### src/sv/sbl_pkg.sv
// sbl_pkg: shared types and constants for the sorted byte list
// holds request and status codes and the controller/datapath interface structs
// no dependencies
`default_nettype none

package sbl_pkg;

    // default number of stored values
    localparam int SBL_CAPACITY = 16;

    // request kinds carried on s_tuser
    localparam logic REQ_INSERT = 1'b0;
    localparam logic REQ_DELETE = 1'b1;

    // result status codes
    typedef enum logic [2:0] {
        ST_INSERTED  = 3'd0,
        ST_DELETED   = 3'd1,
        ST_NOT_FOUND = 3'd2,
        ST_FULL      = 3'd3,
        ST_EMPTY     = 3'd4
    } sbl_status_t;

    // commands from controller to datapath
    typedef struct packed {
        logic        load;        // latch request, init walk index
        logic        rd_en;       // read entry at walk address
        logic        wr_en;       // write entry at walk address
        logic        wr_val;      // write data is request value, else read data
        logic        idx_inc;
        logic        idx_dec;
        logic        cnt_inc;
        logic        cnt_dec;
        logic        set_found;
        logic        set_status;
        sbl_status_t status;
        logic        out_load;    // move result into output register
    } sbl_cmd_t;

    // status from datapath to controller
    typedef struct packed {
        logic is_delete;
        logic full;
        logic empty;
        logic idx_zero;
        logic idx_end;
        logic rd_ge;
        logic rd_eq;
        logic found;
        logic out_free;
    } sbl_sts_t;

endpackage

`default_nettype wire

### src/sv/sbl_ctrl.sv
// sbl_ctrl: request sequencer for the sorted byte list
// walks the entry memory one entry per read/compare pair
// depends on sbl_pkg
`default_nettype none

module sbl_ctrl (
    input  wire logic             aclk,
    input  wire logic             aresetn,
    input  wire logic             s_tvalid,
    output logic                  s_tready,
    input  wire sbl_pkg::sbl_sts_t sts,
    output sbl_pkg::sbl_cmd_t     cmd
);
    import sbl_pkg::*;

    typedef enum logic [3:0] {
        S_IDLE = 4'b0001,
        S_RD   = 4'b0010,
        S_CMP  = 4'b0100,
        S_FIN  = 4'b1000
    } state_t;

    state_t state_reg, state_next;

    // state register
    always_ff @(posedge aclk) begin
        if (!aresetn) begin
            state_reg <= S_IDLE;
        end else begin
            state_reg <= state_next;
        end
    end

    // no request is taken while reset is held
    assign s_tready = aresetn && (state_reg == S_IDLE);

    // next state and commands
    always_comb begin
        state_next     = state_reg;
        cmd            = '0;
        cmd.status     = ST_INSERTED;
        case (state_reg)
            S_IDLE: begin
                if (s_tvalid && aresetn) begin
                    cmd.load   = 1'b1;
                    state_next = S_RD;
                end
            end
            S_RD: begin
                if (!sts.is_delete) begin
                    // insert walks down from the top
                    if (sts.full) begin
                        cmd.set_status = 1'b1;
                        cmd.status     = ST_FULL;
                        state_next     = S_FIN;
                    end else if (sts.idx_zero) begin
                        cmd.wr_en      = 1'b1;
                        cmd.wr_val     = 1'b1;
                        cmd.cnt_inc    = 1'b1;
                        cmd.set_status = 1'b1;
                        cmd.status     = ST_INSERTED;
                        state_next     = S_FIN;
                    end else begin
                        cmd.rd_en  = 1'b1;
                        state_next = S_CMP;
                    end
                end else begin
                    // delete walks up from the bottom
                    if (sts.empty) begin
                        cmd.set_status = 1'b1;
                        cmd.status     = ST_EMPTY;
                        state_next     = S_FIN;
                    end else if (sts.idx_end) begin
                        cmd.set_status = 1'b1;
                        if (sts.found) begin
                            cmd.cnt_dec = 1'b1;
                            cmd.status  = ST_DELETED;
                        end else begin
                            cmd.status  = ST_NOT_FOUND;
                        end
                        state_next = S_FIN;
                    end else begin
                        cmd.rd_en  = 1'b1;
                        state_next = S_CMP;
                    end
                end
            end
            S_CMP: begin
                if (!sts.is_delete) begin
                    if (sts.rd_ge) begin
                        // shift entry up one slot
                        cmd.wr_en   = 1'b1;
                        cmd.idx_dec = 1'b1;
                        state_next  = S_RD;
                    end else begin
                        cmd.wr_en      = 1'b1;
                        cmd.wr_val     = 1'b1;
                        cmd.cnt_inc    = 1'b1;
                        cmd.set_status = 1'b1;
                        cmd.status     = ST_INSERTED;
                        state_next     = S_FIN;
                    end
                end else begin
                    // after the match, shift entries down one slot
                    if (sts.found) begin
                        cmd.wr_en = 1'b1;
                    end else if (sts.rd_eq) begin
                        cmd.set_found = 1'b1;
                    end
                    cmd.idx_inc = 1'b1;
                    state_next  = S_RD;
                end
            end
            S_FIN: begin
                if (sts.out_free) begin
                    cmd.out_load = 1'b1;
                    state_next   = S_IDLE;
                end
            end
            default: begin
                state_next = S_IDLE;
            end
        endcase
    end

endmodule

`default_nettype wire

### src/sv/sbl_dpath.sv
// sbl_dpath: entry memory, count, walk index and result register
// executes the commands of sbl_ctrl
// depends on sbl_pkg
`default_nettype none

module sbl_dpath #(
    parameter int CAPACITY = sbl_pkg::SBL_CAPACITY
) (
    input  wire logic              aclk,
    input  wire logic              aresetn,
    input  wire logic [7:0]        s_tdata,   // [7:0] value
    input  wire logic [0:0]        s_tuser,   // [0] req_type
    output logic                   m_tvalid,
    input  wire logic              m_tready,
    output logic [15:0]            m_tdata,   // [2:0] status, [7:3] entry_count, [8] is_empty
    input  wire sbl_pkg::sbl_cmd_t cmd,
    output sbl_pkg::sbl_sts_t      sts
);
    import sbl_pkg::*;

    localparam int ADDR_W = $clog2(CAPACITY);
    localparam int CNT_W  = $clog2(CAPACITY + 1);

    logic [7:0]       mem [CAPACITY];
    logic [7:0]       rd_data_reg;
    logic [CNT_W-1:0] count_reg;
    logic [CNT_W-1:0] idx_reg;
    logic [CNT_W-1:0] idx_m1;
    logic [CNT_W-1:0] rd_addr_w;
    logic [CNT_W-1:0] wr_addr_w;
    logic [7:0]       wr_data;
    logic [7:0]       value_reg;
    logic             req_reg;
    logic             found_reg;
    sbl_status_t      status_reg;
    logic             out_valid_reg;
    logic [15:0]      out_data_reg;
    logic [CNT_W+4:0] cnt_wide;

    assign idx_m1 = idx_reg - 1'b1;

    // insert reads below and writes at the index, delete the other way round
    assign rd_addr_w = (req_reg == REQ_DELETE) ? idx_reg : idx_m1;
    assign wr_addr_w = (req_reg == REQ_DELETE) ? idx_m1 : idx_reg;
    assign wr_data   = cmd.wr_val ? value_reg : rd_data_reg;

    // entry memory, registered read
    always_ff @(posedge aclk) begin
        if (cmd.wr_en) begin
            mem[wr_addr_w[ADDR_W-1:0]] <= wr_data;
        end
        if (cmd.rd_en) begin
            rd_data_reg <= mem[rd_addr_w[ADDR_W-1:0]];
        end
    end

    // request latch and walk index
    always_ff @(posedge aclk) begin
        if (cmd.load) begin
            value_reg <= s_tdata;
            req_reg   <= s_tuser[0];
            idx_reg   <= (s_tuser[0] == REQ_DELETE) ? '0 : count_reg;
        end else if (cmd.idx_inc) begin
            idx_reg <= idx_reg + 1'b1;
        end else if (cmd.idx_dec) begin
            idx_reg <= idx_m1;
        end
        if (cmd.set_status) begin
            status_reg <= cmd.status;
        end
    end

    // count and match flag
    always_ff @(posedge aclk) begin
        if (!aresetn) begin
            count_reg <= '0;
            found_reg <= 1'b0;
        end else begin
            if (cmd.cnt_inc) begin
                count_reg <= count_reg + 1'b1;
            end else if (cmd.cnt_dec) begin
                count_reg <= count_reg - 1'b1;
            end
            if (cmd.load) begin
                found_reg <= 1'b0;
            end else if (cmd.set_found) begin
                found_reg <= 1'b1;
            end
        end
    end

    // result register
    assign cnt_wide = {5'd0, count_reg};

    always_ff @(posedge aclk) begin
        if (!aresetn) begin
            out_valid_reg <= 1'b0;
        end else if (cmd.out_load) begin
            out_valid_reg <= 1'b1;
        end else if (m_tready) begin
            out_valid_reg <= 1'b0;
        end
    end

    always_ff @(posedge aclk) begin
        if (cmd.out_load) begin
            out_data_reg <= {7'd0, (count_reg == '0), cnt_wide[4:0], status_reg};
        end
    end

    assign m_tvalid = out_valid_reg;
    assign m_tdata  = out_data_reg;

    // status to controller
    always_comb begin
        sts.is_delete = (req_reg == REQ_DELETE);
        sts.full      = (count_reg == CNT_W'(CAPACITY));
        sts.empty     = (count_reg == '0);
        sts.idx_zero  = (idx_reg == '0);
        sts.idx_end   = (idx_reg == count_reg);
        sts.rd_ge     = (rd_data_reg >= value_reg);
        sts.rd_eq     = (rd_data_reg == value_reg);
        sts.found     = found_reg;
        sts.out_free  = !out_valid_reg || m_tready;
    end

    // checks
    a_count_bound: assert property (@(posedge aclk) disable iff (!aresetn)
        count_reg <= CNT_W'(CAPACITY))
        else $error("entry count above capacity");

    a_wr_in_range: assert property (@(posedge aclk) disable iff (!aresetn)
        cmd.wr_en |-> (wr_addr_w < CNT_W'(CAPACITY)))
        else $error("write beyond entry store");

    a_out_free: assert property (@(posedge aclk) disable iff (!aresetn)
        cmd.out_load |-> (!out_valid_reg || m_tready))
        else $error("result overwritten before taken");

    a_cnt_inc: assert property (@(posedge aclk) disable iff (!aresetn)
        cmd.cnt_inc |=> (count_reg == $past(count_reg) + 1'b1))
        else $error("count did not advance on insert");

endmodule

`default_nettype wire

### src/sv/sorted_byte_list.sv
// sorted_byte_list: top level of the sorted byte store
// joins sbl_ctrl and sbl_dpath; depends on sbl_pkg
//
//  channel  dir  tdata                                        tuser
//  s_       in   [7:0] value                                  [0] req_type
//  m_       out  [2:0] status, [7:3] entry_count, [8] empty   -
//
// insert reads and compares each stored value not smaller than the value, moving it up,
// then writes the value; a full list is refused without a walk
// delete reads and compares every stored value, shifting those after the match down
// the walk goes over the single entry memory with registered read
// aresetn clears the count and the controller; stored entries are not cleared
// a new request is taken while the last result waits in the output register
`default_nettype none

module sorted_byte_list #(
    parameter int CAPACITY = sbl_pkg::SBL_CAPACITY
) (
    input  wire logic        aclk,
    input  wire logic        aresetn,
    input  wire logic        s_tvalid,
    output logic             s_tready,
    input  wire logic [7:0]  s_tdata,   // [7:0] value
    input  wire logic [0:0]  s_tuser,   // [0] req_type
    output logic             m_tvalid,
    input  wire logic        m_tready,
    output logic [15:0]      m_tdata    // [2:0] status, [7:3] entry_count, [8] is_empty
);
    import sbl_pkg::*;

    sbl_cmd_t cmd;
    sbl_sts_t sts;

    // sequencer
    sbl_ctrl u_ctrl (
        .aclk     (aclk),
        .aresetn  (aresetn),
        .s_tvalid (s_tvalid),
        .s_tready (s_tready),
        .sts      (sts),
        .cmd      (cmd)
    );

    // storage and result
    sbl_dpath #(
        .CAPACITY (CAPACITY)
    ) u_dpath (
        .aclk     (aclk),
        .aresetn  (aresetn),
        .s_tdata  (s_tdata),
        .s_tuser  (s_tuser),
        .m_tvalid (m_tvalid),
        .m_tready (m_tready),
        .m_tdata  (m_tdata),
        .cmd      (cmd),
        .sts      (sts)
    );

endmodule

`default_nettype wire
### config.mk
export PLATFORM = sky130hd
export DESIGN_NAME = sorted_byte_list
export DESIGN_NICKNAME = d
export VERILOG_FILES = /design/src/sv/sbl_pkg.sv /design/src/sv/sbl_ctrl.sv /design/src/sv/sbl_dpath.sv /design/src/sv/sorted_byte_list.sv
export SDC_FILE = /design/constraint.sdc
export NUM_CORES = 1
export LEC_CHECK = 0
export BUFFER_PORTS_ARGS = -buffer_cell sky130_fd_sc_hd__buf_2
export CAP_MARGIN = 20
export CORE_MARGIN = 2
export CORE_UTILIZATION = 32
export CTS_CLUSTER_SIZE = 20
export DETAILED_ROUTE_END_ITERATION = 12
export PLACE_DENSITY = 0.46
export SLEW_MARGIN = 20
export SYNTH_ARGS = -nofsm -noshare
export SYNTH_HDL_FRONTEND = slang
export SYNTH_SLANG_ARGS = --single-unit
### constraint.sdc
create_clock -name aclk -period 6.9 [get_ports aclk]
set_input_delay 1.035 -clock aclk [delete_from_list [all_inputs] [get_ports aclk]]
set_output_delay 1.035 -clock aclk [all_outputs]
set_load 0.01 [all_outputs]
# Word level (Yosys, flattened, before mapping)
# Memories as Yosys holds them, arrays and structs flattened. A register that Yosys moved wholly into a read port is not among the register bits.
# Cells that the tools add are included.
word_totals:
  input_bits: 13
  wordCells: 101
  register_bits: 37
  mem_bits_rw: 128
  output_inout_bits: 18
  n_memories: 1
memory_table:
  columns: ["name", "depth", "width", "rd", "rd_clocked_by_memory_dff", "write_ports", "line", "source"]
  rows:
  - ["u_dpath.mem", 16, 8, 1, 1, 1, "sbl_dpath.sv:24", "logic [7:0] mem [CAPACITY];"]
op_classes:
  n_eq_ne: 9
  reduce_logical: 11
  order_cmp: 1
  muxes: 65
  n_bitwise: 1
  n_addsub: 4
ops:
  columns: ["op", "n"]
  rows:
  - ["$mux W4", 18]
  - ["$mux W1", 30]
  - ["$mux W5", 6]
  - ["$pmux W4 S4", 1]
  - ["$add A5 B1 Y5 const B", 2]
  - ["$logic_not A5 Y1", 2]
  - ["$mux W2", 5]
  - ["$sub A5 B1 Y5 const B", 2]
  - ["$eq A8 B8 Y1", 1]
  - ["$ge A8 B8 Y1", 1]
  - ["$mux W8", 1]
  - ["$pmux W4 S2", 1]
  - ["$eq A5 B5 Y1", 1]
  - ["$eq A5 B5 Y1 const B", 1]
  - ["$eq A4 B1 Y1 const B", 1]
  - ["$eq A4 B2 Y1 const B", 1]
  - ["$eq A4 B3 Y1 const B", 1]
  - ["$eq A4 B4 Y1 const B", 1]
  - ["$ne A2 B2 Y1 const B", 2]
  - ["$pmux W2 S2", 1]
  - ["$reduce_bool A2 Y1", 2]
  - ["$mux W3", 1]
  - ["$reduce_bool A3 Y1", 1]
  - ["$logic_and A1 B1 Y1", 2]
  - ["6 further kinds", 6]

# Longest topological paths before layout
depth:
  word_depth: 7
  mapped_depth: 14
  mapped_depth_nobuf: 13

# Cells and area by module
# Synthesis repeated with hierarchy kept, for this count alone.
hier_totals:
  hier_cells: 642
  hier_area_um2: 8546.9
modules_own_cells:
  columns: ["mod", "seq_area_each_um2", "instances", "area_per_inst_um2", "cells_per_inst"]
  rows:
  - ["sbl_dpath", 5004.8, 1, 8169.1, 587]
  - ["sbl_ctrl", 80.1, 1, 377.9, 55]

# Least setup slack after synthesis
# No wires, ideal clock.
synth_timing:
  kind: "register to register"
  startpoint: "reg u_dpath.idx_reg[0]"
  endpoint: "reg u_dpath.count_reg[4]"
  stages_incl_launch_ff: 14
  path_buffers: 2
  arrival_ns: 3.236
  setup_time_ns: 0.106
  period_less_slack_ns: 3.342
  required_ns: 6.794
  path_slack_ns: 3.558
  path_cell_list: "edfxtp_1 > clkbuf_1 > inv_1 > ha_1 > or4b_1 > a2111oi_4 > nor2_1 > buf_6 > ha_1 > nor2b_1 > o21a_1 > nor2_1 > or4_1 > o311ai_0"
synth_via:
  elab_chain_cells: 6
  elab_cells_between_ends: 12
  classes_between: "eq/ne (1); mux (9); reduce/logical (2)"
synth_rtl:
  columns: ["element", "line", "source"]
  rows:
  - ["start: declaration", "sbl_dpath.sv:27", "logic [CNT_W-1:0] idx_reg;"]
  - ["start signal: assignment", "sbl_dpath.sv:62", "idx_reg <= (s_tuser[0] == REQ_DELETE) ? '0 : count_reg;"]
  - ["start signal: assignment", "sbl_dpath.sv:64", "idx_reg <= idx_reg + 1'b1;"]
  - ["start signal: assignment", "sbl_dpath.sv:66", "idx_reg <= idx_m1;"]
  - ["$logic_not A5 Y1 or $eq A5 B5 Y1 (tied branches)", "sbl_dpath.sv:119, sbl_dpath.sv:120", null]
  - ["$mux W1, on equally long branches", "sbl_ctrl.sv:56, sbl_ctrl.sv:73", null]
  - ["$mux W1, on equally long branches", "sbl_ctrl.sv:52, sbl_ctrl.sv:69", null]
  - ["$mux W1", "sbl_ctrl.sv:50", "if (!sts.is_delete) begin"]
  - ["$pmux W1 S2 or $mux W1 (tied branches)", "sbl_ctrl.sv:42", "case (state_reg)"]
  - ["$mux W5 or $reduce_bool A2 Y1 (tied branches)", null, null]
  - ["end signal: assignment", "sbl_dpath.sv:80", "count_reg <= count_reg + 1'b1;"]
  - ["end signal: assignment", "sbl_dpath.sv:82", "count_reg <= count_reg - 1'b1;"]
  - ["end: declaration", "sbl_dpath.sv:26", "logic [CNT_W-1:0] count_reg;"]
# Parallel ways exist; a longest one is shown, timed or not.
# A chain may end at the register's enable or synchronous reset.

# Final worst setup path
layout_timing:
  startpoint: "reg u_dpath.idx_reg[0]"
  endpoint: "mem u_dpath.mem[11][1], enable pin"
layout_via:
  elab_chain_cells: 7
  elab_cells_between_ends: 9
  classes_between: "add/sub (1); mux (7); reduce/logical (1)"
layout_rtl:
  columns: ["element", "line", "source"]
  rows:
  - ["$logic_not A5 Y1", "sbl_dpath.sv:119", "sts.idx_zero = (idx_reg == '0);"]
  - ["$mux W2", "sbl_ctrl.sv:56", "end else if (sts.idx_zero) begin"]
  - ["$mux W3", "sbl_ctrl.sv:52", "if (sts.full) begin"]
  - ["$mux W2", "sbl_ctrl.sv:50", null]
  - ["$pmux W2 S2", "sbl_ctrl.sv:42", null]
  - ["$mux W1", "sbl_dpath.sv:49", "if (cmd.wr_en) begin"]
  - ["$mux W1 (implied by the code)", "sbl_dpath.sv:50", "mem[wr_addr_w[ADDR_W-1:0]] <= wr_data;"]
  - ["end: declaration", "sbl_dpath.sv:24", null]
# Parallel ways exist; a longest one is shown, timed or not.

==> results.tsv <==
stage	metric	value	unit
outcome	status	completed	
critical_path	CP Class	register to register	
final_layout	commonest non-fill, non-tap cells in the layout	edfxtp_1, nor2_1, nand2_1, mux4_2, buf_2	
die	height of the die	158.4	um
critical_path	worst-path fanout max	14	
die	# IOs	31	
final_layout	max FFs per register	128	
place	dpl hpwl	11500	um
detailed_routing	via/cell ratio	4.941	
critical_path	flop2flop setup slack	3.31	ns
timing	Total Neg Setup Slack	0	ns
global_route	pin count of the biggest net entering global routing	25	
place	number of port buffers	23	
timing	Period minus WS final	3.589	ns
final_layout	diode count	0	
detailed_routing	Routed WL	16930	um
timing	clk_skew	0.01614	ns
timing	fmax	0.2786	GHz
global_route	vias in the first global route	4186	
critical_path	CP Launch Point	u_dpath.idx_reg[0]	
logic_synthesis	multiplexer share of the synthesized area	13.15	%
critical_path	FF-to-FF path depth	7	
timing	Slew @ Worst Pin	0.9469	ns
min_path	worst min path class	register to register	
logic_synthesis	synthesized area	7629	um2
logic_synthesis	Compound-Gate Fraction of Synth Area	5.248	%
clock_network	H-tree depth	4	
clock_network	Clock Tree Root	clkbuf_16	
power_and_ir_drop	PD cells	259.4	nW/um2
clock_network	Resize count post-CTS	0	
logic_synthesis	flops & latches, synth	173	
clock_network	cts bufs inserted	17	
logic_synthesis	largest family of logic cells by synthesized area	multiplexers	
global_route	Overall Global Routing Usage	14.13	%
critical_path	Worst Setup EP	u_dpath.mem[11][1]	
logic_synthesis	ys flop type	edfxtp_1	
clock_network	clock tree from TritonCTS	yes	
logic_synthesis	Avg Synthesized Cell Area	16.13	um2
detailed_routing	via count	4116	
detailed_routing	post-DR wirelength/cell	20.32	um
critical_path	crit start category	register	
logic_synthesis	EDFF count, synth	162	
clock_network	total clock sinks	173	
clock_network	Skew-Pair Late Insertion Delay	0.43	ns
die	row count	56	
final_layout	commonest non-fill, non-tap cell in the layout	edfxtp_1	
die	core footprint	23470	um2
place	global placement routability congestion	0.8250	
detailed_routing	violation count after the first detailed-routing iteration	319	
power_and_ir_drop	worst ir drop on vdd	0.1426	mV
global_route	GR Overflow Total	0	
logic_synthesis	Synth Area in Simple Gates	7.528	%
clock_network	CTS Buffer Depth	2	
timing	fin worst setup slack	3.311	ns
die	Initial Util	32.50	%
critical_path	reg-to-reg endpoint	u_dpath.mem[11][1]	
die	DIE AREA	25090	um2
critical_path	Crit path arrival time	3.64	ns
timing	Final Cycle Share	52.02	%
critical_path	Worst Path Required	6.95	ns
logic_synthesis	Async SR Flop Fraction	0	%
logic_synthesis	Post-Synth Adder-Cell Area	2.559	%
detailed_routing	number of detailed-route iterations in the first pass	5	
global_route	first-pass GRT wire length	25450	um
final_layout	ratio of cells with drive above 1 in the final layout	19.84	%
final_layout	area grow syn2layout	13.88	%
logic_synthesis	Syn Inst Count	473	
logic_synthesis	yosys warns	0	
clock_network	Setup Fix Bufs, Post-CTS	0	
timing	endpoints failing setup	0	
detailed_routing	ANT nets after route	0	
critical_path	CP endpoint kind	register	
power_and_ir_drop	Leakage	2.950	nW
global_route	initial antenna violation count	0	
place	Placement Setup Slack	3.334	ns
detailed_routing	post-route DRC violation count	0	
final_layout	Layout Nets	529	
timing	Final Max Tran Viols	0	
critical_path	worst r2r src	u_dpath.idx_reg[0]	
logic_synthesis	sequential-to-total area share from yosys stat	66.66	%
die	Die Span X	158.4	um
run	max cap viols	0	
logic_synthesis	XOR/XNOR Fraction of Synth Area	1.952	%
timing	RSZ-0062 raised after global routing	no	
timing	Max-slew headroom	35.24	%
clock_network	clock slew at reported path FFs	0.07	ns
timing	Final Hold Fails	0	
clock_network	CTS Hold Bufs	0	
logic_synthesis	synth unique cells	54	
==> per-layer routing <==
metal	global-route usage (%)	wire length [um]
met1	18.46	7845
met2	23.73	8284
met3	3.076	579
met4	4.161	221
met5	0	0
==> stage by stage <==
| stage | instances | power [mW] | area (um2) | hold slack [ns] | utilization [%] |
|---|---|---|---|---|---|
| 2_1_floorplan | 479 | 1.290 | 7651 | 0.4003 | - |
| 3_3_place_gp | 801 | 1.333 | 8090 | 0.4062 | 34.47 |
| 3_5_place_dp | 801 | 1.333 | 8090 | 0.4193 | 34.47 |
| 4_1_cts | 833 | 2.277 | 8687 | 0.4368 | 37.01 |
| 5_1_grt | 833 | 2.330 | 8687 | 0.4431 | 37.01 |
| 6_report | 833 | 2.253 | 8687 | 0.4301 | 37.01 |
==> worst min-delay path by stage <==
stage / cells past startpoint / slack (ns) / from / end
2_1_floorplan: 0 / 0.40 / u_dpath.status_reg[0] / u_dpath.m_tdata[0]
3_3_place_gp: 0 / 0.41 / u_dpath.status_reg[0] / u_dpath.m_tdata[0]
4_1_cts: 0 / 0.44 / u_dpath.status_reg[2] / u_dpath.m_tdata[2]
5_1_grt: 0 / 0.44 / u_dpath.status_reg[2] / u_dpath.m_tdata[2]
3_5_place_dp: 0 / 0.42 / u_dpath.status_reg[2] / u_dpath.m_tdata[2]
6_report: 0 / 0.43 / u_dpath.status_reg[2] / u_dpath.m_tdata[2]
==> where the power goes <==
group / switching (mW) / internal, mW
clock: 0.458 / 0.487
combinational: 0.0861 / 0.0645
sequential: 0.0121 / 1.15
total: 0.556 / 1.70
==> layout make-up <==
cell class,count,area (um2)
clock buffers,17,425.4
fillers,2190,14790
inverters,18,67.56
repair buffers,28,152.6
multi-input cells,263,2386
clock inverters,15,171.4
flip-flops and latches,173,5085
well taps,319,399.1
==> worst max-delay path, stage by stage (launching register included) <==
cell and delay, ns:
edfxtp_1 0.66, inv_1 0.26, ha_1 0.16, or4b_1 0.50
a2111oi_4 0.38, nand2b_1 0.25, o21ai_0 0.24, nor2_1 0.76
==> synthesized netlist by cell type (2+ instances only) <==
master      n  share of area [%]
nor3_1     16                1.0
o211a_1     2               0.26
nand3_1     3               0.20
nor2b_1     7               0.57
buf_4       8               0.79
nand4_1     2               0.16
xor2_1     10                1.1
mux2_4      8                1.6
nand2b_1    5               0.41
nor4b_1     3               0.34
ha_1       14                2.3
and2_1      3               0.25
edfxtp_1  162                 64
buf_2       3               0.20
or4b_1      2               0.26
mux4_1      6                2.1
a21oi_1     8               0.52
a22oi_1     6               0.59
nor4_1      3               0.25
inv_1      18               0.89
nand2_1    26                1.3
xnor2_1     7               0.80
dfxtp_1    11                2.9
a31oi_1     2               0.16
o21a_1      4               0.39
buf_6       3               0.44
mux4_2     26                7.7
mux2i_1    14                1.8
clkbuf_1   10               0.49
o21ai_0    15               0.98
nor2_1     33                1.6
nand3b_1    3               0.30
a211oi_1    7               0.69
o31ai_1     3               0.30
==> kinds of logic (layout without fill, tap and decap cells) <==
logic type               Yosys count  count (layout)
adder cells (fa/ha/maj)           15              15
AO/OA/AOI/OAI                     57              57
XOR/XNOR                          17              17
multiplexers                      54              54
AND/OR/NAND/NOR                  113             113
flip-flops                       173             173
buffers and inverters             43              78
other                              1               7
No activity file was read; power rests on OpenSTA's default activity.
